**src/hdl/csw_pkg.sv**
```systemverilog
// ----------------------------------------------------------------------------
// Circular sway trajectory generator - shared definitions
// Widths, register indexes, reset values, the CORDIC angle table and the
// position saturation used by the generator and its datapath units.
// ----------------------------------------------------------------------------
package csw_pkg;

  // Field widths. The phase is a full 32-bit fraction of a turn.
  localparam int POS_BITS      = 24;
  localparam int RADIUS_BITS   = POS_BITS - 1;
  localparam int PHASE_BITS    = 32;
  localparam int CFG_IDX_BITS  = 3;
  localparam int CFG_DATA_BITS = 32;

  // CORDIC datapath: Q30 vector, angle in units of 2^-32 turn.
  localparam int CORDIC_STEPS = 16;
  localparam int STEP_BITS    = 4;
  localparam int VEC_BITS     = 33;
  localparam int ANG_BITS     = 32;
  localparam logic signed [VEC_BITS-1:0] CORDIC_GAIN = 33'sd652032874;

  // Serial multiplier: signed multiplier operand, high half of the product.
  localparam int MUL_BITS  = POS_BITS;
  localparam int CNT_BITS  = 5;
  localparam int HI_BITS   = VEC_BITS + 1;
  localparam int PROD_BITS = 28;
  localparam int SUM_BITS  = PROD_BITS + 1;

  // Configuration register indexes.
  localparam logic [CFG_IDX_BITS-1:0] REG_CENTER_X     = 3'd0;
  localparam logic [CFG_IDX_BITS-1:0] REG_CENTER_Y     = 3'd1;
  localparam logic [CFG_IDX_BITS-1:0] REG_CENTER_Z     = 3'd2;
  localparam logic [CFG_IDX_BITS-1:0] REG_SWAY_AMP     = 3'd3;
  localparam logic [CFG_IDX_BITS-1:0] REG_RADIUS       = 3'd4;
  localparam logic [CFG_IDX_BITS-1:0] REG_REACH        = 3'd5;
  localparam logic [CFG_IDX_BITS-1:0] REG_SWAY_STEP    = 3'd6;
  localparam logic [CFG_IDX_BITS-1:0] REG_CIRCLE_STEP  = 3'd7;

  // Register reset values.
  localparam logic [POS_BITS-1:0]    RST_SWAY_AMP    = 24'd104858;
  localparam logic [RADIUS_BITS-1:0] RST_RADIUS      = 23'd52429;
  localparam logic [RADIUS_BITS-1:0] RST_REACH       = 23'd471859;
  localparam logic [PHASE_BITS-1:0]  RST_PHASE_STEP  = 32'd21474836;

  // Saturation bounds of a position.
  localparam logic signed [SUM_BITS-1:0] POS_MAX = 29'sd8388607;
  localparam logic signed [SUM_BITS-1:0] POS_MIN = -29'sd8388608;

  // atan(2^-i) in units of 2^-32 turn, truncated.
  function automatic logic signed [ANG_BITS-1:0] atan_turn(input logic [STEP_BITS-1:0] idx);
    logic signed [ANG_BITS-1:0] a;
    case (idx)
      4'd0:    a = 32'sd536870912;
      4'd1:    a = 32'sd316933406;
      4'd2:    a = 32'sd167458907;
      4'd3:    a = 32'sd85004756;
      4'd4:    a = 32'sd42667330;
      4'd5:    a = 32'sd21354465;
      4'd6:    a = 32'sd10679838;
      4'd7:    a = 32'sd5340245;
      4'd8:    a = 32'sd2670163;
      4'd9:    a = 32'sd1335086;
      4'd10:   a = 32'sd667544;
      4'd11:   a = 32'sd333772;
      4'd12:   a = 32'sd166886;
      4'd13:   a = 32'sd83443;
      4'd14:   a = 32'sd41721;
      default: a = 32'sd20860;
    endcase
    return a;
  endfunction

  // Clamp a widened position to the signed position range.
  function automatic logic signed [POS_BITS-1:0] sat_pos(input logic signed [SUM_BITS-1:0] v);
    logic signed [SUM_BITS-1:0] c;
    if (v > POS_MAX) begin
      c = POS_MAX;
    end else if (v < POS_MIN) begin
      c = POS_MIN;
    end else begin
      c = v;
    end
    return c[POS_BITS-1:0];
  endfunction

endpackage

```
**src/hdl/csw_if.sv**
```systemverilog
// ----------------------------------------------------------------------------
// Circular sway trajectory generator - channel interfaces
// Valid/ready channels for the tick beats and for the target point beats.
// ----------------------------------------------------------------------------
interface csw_in_if;
  logic valid;
  logic ready;
  logic restart;

  modport source (output valid, output restart, input ready);
  modport sink   (input valid, input restart, output ready);
endinterface

interface csw_out_if;
  logic                                valid;
  logic                                ready;
  logic signed [csw_pkg::POS_BITS-1:0] target_x;
  logic signed [csw_pkg::POS_BITS-1:0] target_y;
  logic signed [csw_pkg::POS_BITS-1:0] target_z;

  modport source (output valid, output target_x, output target_y, output target_z,
                  input ready);
  modport sink   (input valid, input target_x, input target_y, input target_z,
                  output ready);
endinterface

```
**src/hdl/csw_cordic.sv**
```systemverilog
// ----------------------------------------------------------------------------
// Circular sway trajectory generator - iterative CORDIC
// Rotation-mode CORDIC, one micro-rotation per cycle, giving cosine and sine
// of a 32-bit turn fraction in Q30 after quadrant folding.
// ----------------------------------------------------------------------------
module csw_cordic (
  input  logic                                  clk_i,
  input  logic                                  rst_ni,
  input  logic                                  start_i,
  input  logic [csw_pkg::PHASE_BITS-1:0]        turn_i,
  output logic                                  busy_o,
  output logic signed [csw_pkg::VEC_BITS-1:0]   cos_o,
  output logic signed [csw_pkg::VEC_BITS-1:0]   sin_o
);

  logic                                busy_q, busy_d;
  logic [csw_pkg::STEP_BITS-1:0]       step_q, step_d;
  logic [1:0]                          quad_q, quad_d;
  logic signed [csw_pkg::VEC_BITS-1:0] x_q, x_d, y_q, y_d;
  logic signed [csw_pkg::ANG_BITS-1:0] z_q, z_d;
  logic signed [csw_pkg::VEC_BITS-1:0] x_sh, y_sh;

  // Arithmetic shifts round toward minus infinity.
  assign x_sh = x_q >>> step_q;
  assign y_sh = y_q >>> step_q;

  // One micro-rotation per cycle, direction from the sign of the residual angle.
  always_comb begin
    busy_d = busy_q;
    step_d = step_q;
    quad_d = quad_q;
    x_d    = x_q;
    y_d    = y_q;
    z_d    = z_q;
    if (start_i) begin
      busy_d = 1'b1;
      step_d = '0;
      quad_d = turn_i[csw_pkg::PHASE_BITS-1 -: 2];
      x_d    = csw_pkg::CORDIC_GAIN;
      y_d    = '0;
      z_d    = {2'b00, turn_i[csw_pkg::PHASE_BITS-3:0]};
    end else if (busy_q) begin
      if (!z_q[csw_pkg::ANG_BITS-1]) begin
        x_d = x_q - y_sh;
        y_d = y_q + x_sh;
        z_d = z_q - csw_pkg::atan_turn(step_q);
      end else begin
        x_d = x_q + y_sh;
        y_d = y_q - x_sh;
        z_d = z_q + csw_pkg::atan_turn(step_q);
      end
      step_d = step_q + 1'b1;
      if (step_q == csw_pkg::STEP_BITS'(csw_pkg::CORDIC_STEPS - 1)) begin
        busy_d = 1'b0;
      end
    end
  end

  always_ff @(posedge clk_i or negedge rst_ni) begin
    if (!rst_ni) begin
      busy_q <= 1'b0;
    end else begin
      busy_q <= busy_d;
    end
  end

  always_ff @(posedge clk_i) begin
    step_q <= step_d;
    quad_q <= quad_d;
    x_q    <= x_d;
    y_q    <= y_d;
    z_q    <= z_d;
  end

  // Fold the first-quadrant result back into the full circle.
  always_comb begin
    case (quad_q)
      2'd0: begin
        cos_o = x_q;
        sin_o = y_q;
      end
      2'd1: begin
        cos_o = -y_q;
        sin_o = x_q;
      end
      2'd2: begin
        cos_o = -x_q;
        sin_o = -y_q;
      end
      default: begin
        cos_o = y_q;
        sin_o = -x_q;
      end
    endcase
  end

  assign busy_o = busy_q;

endmodule

```
**src/hdl/csw_sermul.sv**
```systemverilog
// ----------------------------------------------------------------------------
// Circular sway trajectory generator - bit-serial Q30 multiplier
// Multiplies a signed Q30 value by a signed position one multiplier bit per
// cycle, keeping only the high half, and rounds the product out of Q30.
// ----------------------------------------------------------------------------
module csw_sermul (
  input  logic                                  clk_i,
  input  logic                                  rst_ni,
  input  logic                                  start_i,
  input  logic signed [csw_pkg::VEC_BITS-1:0]   frac_i,
  input  logic signed [csw_pkg::MUL_BITS-1:0]   scale_i,
  output logic                                  busy_o,
  output logic signed [csw_pkg::PROD_BITS-1:0]  prod_o
);

  logic                                busy_q, busy_d;
  logic [csw_pkg::CNT_BITS-1:0]        cnt_q, cnt_d;
  logic signed [csw_pkg::VEC_BITS-1:0] frac_q, frac_d;
  logic [csw_pkg::MUL_BITS-1:0]        bits_q, bits_d;
  logic signed [csw_pkg::HI_BITS-1:0]  hi_q, hi_d;
  logic signed [csw_pkg::HI_BITS-1:0]  addend, sum;
  logic signed [csw_pkg::HI_BITS-1:0]  rounded;
  logic                                last;

  assign last   = (cnt_q == csw_pkg::CNT_BITS'(csw_pkg::MUL_BITS - 1));
  assign addend = bits_q[0] ? csw_pkg::HI_BITS'(frac_q) : '0;
  // The top multiplier bit carries negative weight.
  assign sum    = last ? (hi_q - addend) : (hi_q + addend);

  // Multiplier bits leave a shift register LSB first; the partial product
  // moves right so only its high half is kept.
  always_comb begin
    busy_d = busy_q;
    cnt_d  = cnt_q;
    frac_d = frac_q;
    bits_d = bits_q;
    hi_d   = hi_q;
    if (start_i) begin
      busy_d = 1'b1;
      cnt_d  = '0;
      frac_d = frac_i;
      bits_d = scale_i;
      hi_d   = '0;
    end else if (busy_q) begin
      hi_d   = sum >>> 1;
      bits_d = bits_q >> 1;
      cnt_d  = cnt_q + 1'b1;
      if (last) begin
        busy_d = 1'b0;
      end
    end
  end

  always_ff @(posedge clk_i or negedge rst_ni) begin
    if (!rst_ni) begin
      busy_q <= 1'b0;
    end else begin
      busy_q <= busy_d;
    end
  end

  always_ff @(posedge clk_i) begin
    cnt_q  <= cnt_d;
    frac_q <= frac_d;
    bits_q <= bits_d;
    hi_q   <= hi_d;
  end

  // The kept half is the product over 2^24; add half an LSB of Q30 and drop 6 more bits.
  assign rounded = (hi_q + csw_pkg::HI_BITS'(32)) >>> 6;
  assign prod_o  = rounded[csw_pkg::PROD_BITS-1:0];
  assign busy_o  = busy_q;

endmodule

```
**src/hdl/circular_sway_trajectory_generator.sv**
```systemverilog
// ----------------------------------------------------------------------------
// Circular sway trajectory generator
// Two phase accumulators drive a circle in x/z and a sinusoidal sway in y.
// ----------------------------------------------------------------------------
// Usage:
//   Each beat on in_ch is one control tick. restart = 1 clears both phases,
//   otherwise each phase advances by its step register. One beat on out_ch
//   follows every tick and carries target_x, target_y and target_z.
//   Configuration is written through cfg_we_i / cfg_idx_i / cfg_wdata_i while
//   no tick is in flight; writes take effect on the next tick.
// Sequence:
//   A tick runs from acceptance to a valid point through the two CORDIC units
//   (one micro-rotation per cycle, running side by side), then through the
//   three bit-serial multipliers (one multiplier bit per cycle), plus sequencing.
//   One tick is in work at a time, so a new tick is accepted only once the
//   previous point has been handed to the output register.
// Reset and stalls:
//   Reset clears both phases and loads the register defaults. A finished point
//   waits in the output register; the next tick is still accepted and worked
//   on, and it holds its result until the output register is free.
// ----------------------------------------------------------------------------
module circular_sway_trajectory_generator (
  input  logic                                 clk_i,
  input  logic                                 rst_ni,
  input  logic                                 cfg_we_i,
  input  logic [csw_pkg::CFG_IDX_BITS-1:0]     cfg_idx_i,
  input  logic [csw_pkg::CFG_DATA_BITS-1:0]    cfg_wdata_i,
  csw_in_if.sink                               in_ch,
  csw_out_if.source                            out_ch
);

  // Sequencer states.
  localparam logic [2:0] ST_IDLE   = 3'd0;
  localparam logic [2:0] ST_CSTART = 3'd1;
  localparam logic [2:0] ST_CRUN   = 3'd2;
  localparam logic [2:0] ST_MSTART = 3'd3;
  localparam logic [2:0] ST_MRUN   = 3'd4;
  localparam logic [2:0] ST_FIN    = 3'd5;

  // Configuration registers.
  logic signed [csw_pkg::POS_BITS-1:0]    center_x_q, center_y_q, center_z_q, sway_amp_q;
  logic [csw_pkg::RADIUS_BITS-1:0]        radius_q, reach_q;
  logic [csw_pkg::PHASE_BITS-1:0]         sway_step_q, circle_step_q;

  // Phase accumulators and sequencer.
  logic [csw_pkg::PHASE_BITS-1:0]         sway_phase_q, circle_phase_q;
  logic [2:0]                             state_q, state_d;
  logic                                   in_accept, out_free;

  // Output register.
  logic                                   out_valid_q, out_valid_d;
  logic signed [csw_pkg::POS_BITS-1:0]    tx_q, ty_q, tz_q;

  // Datapath wiring.
  logic                                   cordic_start, mul_start;
  logic                                   circ_busy, sway_busy;
  logic                                   mx_busy, my_busy, mz_busy;
  logic signed [csw_pkg::VEC_BITS-1:0]    circ_cos, circ_sin, sway_cos, sway_sin;
  logic [csw_pkg::RADIUS_BITS-1:0]        radius_eff;
  logic signed [csw_pkg::MUL_BITS-1:0]    radius_op;
  logic signed [csw_pkg::PROD_BITS-1:0]   prod_x, prod_y, prod_z;
  logic signed [csw_pkg::SUM_BITS-1:0]    sum_x, sum_y, sum_z;

  assign in_accept = in_ch.valid && in_ch.ready;
  assign out_free  = !out_valid_q || out_ch.ready;

  // Configuration writes.
  always_ff @(posedge clk_i or negedge rst_ni) begin
    if (!rst_ni) begin
      center_x_q    <= '0;
      center_y_q    <= '0;
      center_z_q    <= '0;
      sway_amp_q    <= csw_pkg::RST_SWAY_AMP;
      radius_q      <= csw_pkg::RST_RADIUS;
      reach_q       <= csw_pkg::RST_REACH;
      sway_step_q   <= csw_pkg::RST_PHASE_STEP;
      circle_step_q <= csw_pkg::RST_PHASE_STEP;
    end else if (cfg_we_i) begin
      unique case (cfg_idx_i)
        csw_pkg::REG_CENTER_X:    center_x_q    <= cfg_wdata_i[csw_pkg::POS_BITS-1:0];
        csw_pkg::REG_CENTER_Y:    center_y_q    <= cfg_wdata_i[csw_pkg::POS_BITS-1:0];
        csw_pkg::REG_CENTER_Z:    center_z_q    <= cfg_wdata_i[csw_pkg::POS_BITS-1:0];
        csw_pkg::REG_SWAY_AMP:    sway_amp_q    <= cfg_wdata_i[csw_pkg::POS_BITS-1:0];
        csw_pkg::REG_RADIUS:      radius_q      <= cfg_wdata_i[csw_pkg::RADIUS_BITS-1:0];
        csw_pkg::REG_REACH:       reach_q       <= cfg_wdata_i[csw_pkg::RADIUS_BITS-1:0];
        csw_pkg::REG_SWAY_STEP:   sway_step_q   <= cfg_wdata_i[csw_pkg::PHASE_BITS-1:0];
        csw_pkg::REG_CIRCLE_STEP: circle_step_q <= cfg_wdata_i[csw_pkg::PHASE_BITS-1:0];
        default: ;
      endcase
    end
  end

  // Phase accumulators: cleared on restart, otherwise advanced with wraparound.
  always_ff @(posedge clk_i or negedge rst_ni) begin
    if (!rst_ni) begin
      sway_phase_q   <= '0;
      circle_phase_q <= '0;
    end else if (in_accept) begin
      if (in_ch.restart) begin
        sway_phase_q   <= '0;
        circle_phase_q <= '0;
      end else begin
        sway_phase_q   <= sway_phase_q + sway_step_q;
        circle_phase_q <= circle_phase_q + circle_step_q;
      end
    end
  end

  // Sequencer: phases, CORDIC, multiply, then hand the point to the output.
  always_comb begin
    state_d      = state_q;
    cordic_start = 1'b0;
    mul_start    = 1'b0;
    unique case (state_q)
      ST_IDLE: begin
        if (in_accept) begin
          state_d = ST_CSTART;
        end
      end
      ST_CSTART: begin
        cordic_start = 1'b1;
        state_d      = ST_CRUN;
      end
      ST_CRUN: begin
        if (!circ_busy && !sway_busy) begin
          state_d = ST_MSTART;
        end
      end
      ST_MSTART: begin
        mul_start = 1'b1;
        state_d   = ST_MRUN;
      end
      ST_MRUN: begin
        if (!mx_busy && !my_busy && !mz_busy) begin
          state_d = ST_FIN;
        end
      end
      ST_FIN: begin
        if (out_free) begin
          state_d = ST_IDLE;
        end
      end
      default: state_d = ST_IDLE;
    endcase
  end

  always_ff @(posedge clk_i or negedge rst_ni) begin
    if (!rst_ni) begin
      state_q <= ST_IDLE;
    end else begin
      state_q <= state_d;
    end
  end

  assign in_ch.ready = (state_q == ST_IDLE);

  // Two CORDIC units work on the circle and sway phases side by side.
  csw_cordic u_cordic_circle (
    .clk_i   (clk_i),
    .rst_ni  (rst_ni),
    .start_i (cordic_start),
    .turn_i  (circle_phase_q),
    .busy_o  (circ_busy),
    .cos_o   (circ_cos),
    .sin_o   (circ_sin)
  );

  csw_cordic u_cordic_sway (
    .clk_i   (clk_i),
    .rst_ni  (rst_ni),
    .start_i (cordic_start),
    .turn_i  (sway_phase_q),
    .busy_o  (sway_busy),
    .cos_o   (sway_cos),
    .sin_o   (sway_sin)
  );

  // The radius is capped at the reach limit.
  assign radius_eff = (radius_q > reach_q) ? reach_q : radius_q;
  assign radius_op  = {1'b0, radius_eff};

  // Three bit-serial multipliers scale the unit vectors.
  csw_sermul u_mul_x (
    .clk_i   (clk_i),
    .rst_ni  (rst_ni),
    .start_i (mul_start),
    .frac_i  (circ_cos),
    .scale_i (radius_op),
    .busy_o  (mx_busy),
    .prod_o  (prod_x)
  );

  csw_sermul u_mul_y (
    .clk_i   (clk_i),
    .rst_ni  (rst_ni),
    .start_i (mul_start),
    .frac_i  (sway_sin),
    .scale_i (sway_amp_q),
    .busy_o  (my_busy),
    .prod_o  (prod_y)
  );

  csw_sermul u_mul_z (
    .clk_i   (clk_i),
    .rst_ni  (rst_ni),
    .start_i (mul_start),
    .frac_i  (circ_sin),
    .scale_i (radius_op),
    .busy_o  (mz_busy),
    .prod_o  (prod_z)
  );

  // Add the centers in a widened format before saturation.
  assign sum_x = csw_pkg::SUM_BITS'(center_x_q) + csw_pkg::SUM_BITS'(prod_x);
  assign sum_y = csw_pkg::SUM_BITS'(center_y_q) + csw_pkg::SUM_BITS'(prod_y);
  assign sum_z = csw_pkg::SUM_BITS'(center_z_q) + csw_pkg::SUM_BITS'(prod_z);

  // Output register: loaded when the point is done and the slot is free.
  always_comb begin
    out_valid_d = out_valid_q;
    if (out_valid_q && out_ch.ready) begin
      out_valid_d = 1'b0;
    end
    if (state_q == ST_FIN && out_free) begin
      out_valid_d = 1'b1;
    end
  end

  always_ff @(posedge clk_i or negedge rst_ni) begin
    if (!rst_ni) begin
      out_valid_q <= 1'b0;
    end else begin
      out_valid_q <= out_valid_d;
    end
  end

  always_ff @(posedge clk_i) begin
    if (state_q == ST_FIN && out_free) begin
      tx_q <= csw_pkg::sat_pos(sum_x);
      ty_q <= csw_pkg::sat_pos(sum_y);
      tz_q <= csw_pkg::sat_pos(sum_z);
    end
  end

  assign out_ch.valid    = out_valid_q;
  assign out_ch.target_x = tx_q;
  assign out_ch.target_y = ty_q;
  assign out_ch.target_z = tz_q;

  // The cosine of the sway phase is not needed.
  logic unused_sway_cos;
  assign unused_sway_cos = ^sway_cos;

endmodule

```
**src/flat_wrapper.sv**
```systemverilog
// flat-port wrapper written by rule: the top's interface ports become plain ports
module circular_sway_trajectory_generator_flat 
  (clk_i, rst_ni, cfg_we_i, cfg_idx_i, cfg_wdata_i, in_ch_valid, in_ch_restart, in_ch_ready, out_ch_valid, out_ch_target_x, out_ch_target_y, out_ch_target_z, out_ch_ready);
  csw_in_if in_ch_i ();
  csw_out_if out_ch_i ();
  input  logic clk_i;
  input  logic rst_ni;
  input  logic cfg_we_i;
  input  logic [csw_pkg::CFG_IDX_BITS-1:0] cfg_idx_i;
  input  logic [csw_pkg::CFG_DATA_BITS-1:0] cfg_wdata_i;
  input wire logic [$bits(in_ch_i.valid)-1:0] in_ch_valid;
  input wire logic [$bits(in_ch_i.restart)-1:0] in_ch_restart;
  output wire logic [$bits(in_ch_i.ready)-1:0] in_ch_ready;
  output wire logic [$bits(out_ch_i.valid)-1:0] out_ch_valid;
  output wire logic [$bits(out_ch_i.target_x)-1:0] out_ch_target_x;
  output wire logic [$bits(out_ch_i.target_y)-1:0] out_ch_target_y;
  output wire logic [$bits(out_ch_i.target_z)-1:0] out_ch_target_z;
  input wire logic [$bits(out_ch_i.ready)-1:0] out_ch_ready;
  assign in_ch_i.valid = in_ch_valid;
  assign in_ch_i.restart = in_ch_restart;
  assign in_ch_ready = in_ch_i.ready;
  assign out_ch_valid = out_ch_i.valid;
  assign out_ch_target_x = out_ch_i.target_x;
  assign out_ch_target_y = out_ch_i.target_y;
  assign out_ch_target_z = out_ch_i.target_z;
  assign out_ch_i.ready = out_ch_ready;
  circular_sway_trajectory_generator u_core (.clk_i(clk_i), .rst_ni(rst_ni), .cfg_we_i(cfg_we_i), .cfg_idx_i(cfg_idx_i), .cfg_wdata_i(cfg_wdata_i), .in_ch(in_ch_i), .out_ch(out_ch_i));
endmodule
```
**config.mk**
```make
export PLATFORM = sky130hd
export DESIGN_NAME = circular_sway_trajectory_generator_flat
export DESIGN_NICKNAME = d
export VERILOG_FILES = /design/src/hdl/csw_pkg.sv /design/src/hdl/csw_if.sv /design/src/hdl/csw_cordic.sv /design/src/hdl/csw_sermul.sv /design/src/hdl/circular_sway_trajectory_generator.sv /design/src/flat_wrapper.sv
export SDC_FILE = /design/constraint.sdc
export NUM_CORES = 2
export LEC_CHECK = 0
export BUFFER_PORTS_ARGS = -buffer_cell sky130_fd_sc_hd__buf_2
export CELL_PAD_IN_SITES_DETAIL_PLACEMENT = 1
export CELL_PAD_IN_SITES_GLOBAL_PLACEMENT = 2
export CORE_ASPECT_RATIO = 0.9
export CORE_MARGIN = 10
export CORE_UTILIZATION = 40
export DETAILED_ROUTE_END_ITERATION = 10
export PLACE_DENSITY = 0.77
export REMOVE_ABC_BUFFERS = 1
export SYNTH_ARGS = -nofsm -noshare
export SYNTH_HDL_FRONTEND = slang
export SYNTH_SLANG_ARGS = --single-unit
```
**constraint.sdc**
```tcl
create_clock -name clk_i -period 12 [get_ports clk_i]
set_input_delay 1.2 -clock clk_i [delete_from_list [all_inputs] [get_ports clk_i]]
set_output_delay 1.2 -clock clk_i [all_outputs]
set_load 0.02 [all_outputs]
```
==> run metrics <==
status=finished, final reports clean; crit-path cells=buf_4, mux4_2, mux2_2, nand2_1, o21a_1, ha_1, and4_1, or2_2, nor2_1, xnor2_1, ha_1, a2111oi_0, o21ai_0, a21oi_1, o221ai_1, o2111a_1, a211oi_1, nor4_1, o2111a_1, nor4_2, xor2_1, nor2_1; first-pass GRT wire length=380000 µm; Final Hold Viols=0; Starting Density=0.404; Die W=approximately 470 µm; Detail Route Antenna Nets=0; CORE AREA=~180000 µm²; Max clock buf depth=3; Num Clock Sinks=902; sequential area share after synthesis=0.304; Total Neg Setup Slack=0 ns; final wirelength=between 200000 and 250000 µm; Post-synth EDFFs=305; fraction of layout cells with a size suffix above 1=0.115; # resized after CTS=0; placed insts=10558; Peak Freq=~0.14 GHz; DP HPWL=182000 µm; Setup crit start kind=flip-flop; crit path kind=flip-flop to flip-flop; synth-to-layout area growth=8.32%; Slew Limit Fails=0; most common cell after layout, fill and taps aside=nand2_1; Hold Path Class=input port to asynchronous set/reset pin; Setup violations, final=0; Mean Syn Cell Area=8.84 µm²; total congestion overflow=0; FF+latch count, synth=between 900 and 1000; Worst slew margin=0.240; PortBufs=114; total number of vias=between 60000 and 70000; clock slew at reported path FFs=about 0.06 ns; H-tree depth=3; final hold slack=around 0.36 ns; antenna violations before repair=19; Vias/cell=5.88; clk_skew=just over 0.05 ns; slowest stage cell, crit path=buf_4; synthesized instance count=8406; TritonCTS clock tree=done; RSZ-0062 raised after global routing=no; RD Place Congestion=a little under 0.9; Residual DRC=0; Post-CTS Setup Repair Bufs=0; Post-Layout Cell Count=between 10000 and 15000; die footprint=between 200000 and 250000 µm²; Post-Syn Area=approximately 74000 µm²; GRT Overall Usage=0.231; commonest non-fill, non-tap cells in the layout=842 x nand2_1, 777 x nor2_1, 674 x a21oi_1, 520 x o21ai_0, 505 x ha_1; CP max stage delay=0.85 ns; Least-Margin Pin Slew=roughly 1.1 ns; vias in the first global route=approximately 64000; Arr. time, crit path=about 7.9 ns; Starting DRT DRC Count=approximately 4300; Hold-fix buffers, CTS=0; WP data required=~13 ns; Num CTS Buffers=between 100 and 150; number of max-cap violations=0; nets=~8800; Tcrit/Tclk final=0.606; largest net degree at the start of global routing=just under 90; Std-Cell Rows=approximately 150; Ys Warns=0; I/O pins=between 100 and 150; First-pass DRT Iterations=5; top_reg_cell synth=dfxtp_1; DR WL/cell=around 23 µm; CP max FO=70; Distinct cells, synth=around 110; Post-synth ARST share=0.309; root buf cell=clkbuf_16; Crit. End Element=flip-flop; Die Y=429 µm; Clk Latency, worst-skew pair=0.78 ns; final critical-path required period=a little over 7 ns
worst max-delay path, delay by kind of cell (launching register included):
family,cells,cell delay [ns]
XOR/XNOR,2,0.34
AO/OA/AOI/OAI,8,2.90
AND/OR/NAND/NOR,7,1.01
adder cells (fa/ha/maj),2,0.56
multiplexers,2,0.96
buffers and inverters,1,0.85
flip-flops,1,0.46
path summary, 6_finish.rpt:
kind | startpoint | to | slack, ns | cells past startpoint
worst max-delay path | u_core.u_cordic_circle.step_q[1]$_SDFFE_PP0P_ | u_core.u_cordic_circle.y_q[32]$_SDFFE_PP0P_ | 4.73 | 22
worst min-delay path | rst_ni | u_core.u_cordic_sway.busy_o$_DFF_PN0_ | 0.36 | 1
worst max register to register | u_core.u_cordic_circle.step_q[1]$_SDFFE_PP0P_ | u_core.u_cordic_circle.y_q[32]$_SDFFE_PP0P_ | 4.73 | 22
worst min register to register | u_core.u_mul_z.hi_q[0]$_SDFFE_PP0P_ | u_core.u_mul_z.hi_q[0]$_SDFFE_PP0P_ | 0.49 | 2
max in group asynchronous | rst_ni | u_core.u_mul_x.busy_o$_DFF_PN0_ | 9.59 | 3
min in group clk_i | u_core.u_mul_z.hi_q[0]$_SDFFE_PP0P_ | u_core.u_mul_z.hi_q[0]$_SDFFE_PP0P_ | 0.49 | 2
flip-flops by register name (all words and copies together) (netlist names), 32 cells and up, named ones only:
register / flops
u_core.circle_phase_q: 32
u_core.u_cordic_sway.x_q: 33
u_core.u_cordic_circle.x_q: 33
u_core.u_mul_y.hi_q: 33
u_core.circle_step_q: 32
u_core.u_cordic_sway.z_q: 32
u_core.u_mul_z.frac_q: 33
u_core.u_cordic_circle.y_q: 33
u_core.u_cordic_circle.z_q: 32
u_core.u_cordic_sway.y_q: 33
u_core.u_mul_z.hi_q: 33
u_core.sway_phase_q: 32
u_core.u_mul_x.hi_q: 33
u_core.u_mul_y.frac_q: 33
u_core.u_mul_x.frac_q: 33
u_core.sway_step_q: 32
cells by family after synthesis:
kind of cell | after synthesis | synth area share
adders and majority gates | 519 | 0.0888
DFF | 902 | 0.304
and+or+nand+nor | 2559 | 0.160
AOI/OAI and AO/OA | 2246 | 0.191
muxes | 662 | 0.118
xor gates and xnor gates | 841 | 0.0994
buffers and inverters | 677 | 0.0386
synthesized netlist by cell type, drive strengths merged (258+ instances only):
cell	count	area (µm²)
a21oi	675	3380
dfxtp	318	6370
clkbuf	359	1430
ha	505	6320
nor2	779	2920
edfxtp	305	9160
mux2	258	2910
o21ai	531	2670
xnor2	488	4270
xor2	352	3080
mux2i	259	2590
nand2	843	3160
routing by layer:
layer	part of all wire	routed length (µm)	track usage
met1	0.49	119000	0.333
met2	0.45	109000	0.368
met3	0.041	10000	0.0279
met4	0.024	5900	0.0542
met5	0	0	0
cell type report:
class / instances / area, µm²
diodes: 9 / 22.5
clock buffers: 138 / 3030
clock inverters: 72 / 813
fillers: 21324 / 104000
inverters: 209 / 797
multi-input cells: 6827 / 48900
flip-flops and latches: 902 / 22600
well taps: 2416 / 3020
repair buffers: 204 / 1260
per-stage QoR:
step	util	instance area, µm²	worst slack, ns
after floorplan	-	72200	3.98
after global placement	0.416	76600	4.94
after detailed placement	0.416	76600	4.79
after CTS	0.437	80400	4.76
after global routing	0.437	80400	4.07
final	0.437	80500	4.73
Power is left out: the tool's default activity adds up to more than one toggle a clock period on the data nets, which glitch-free logic cannot reach.
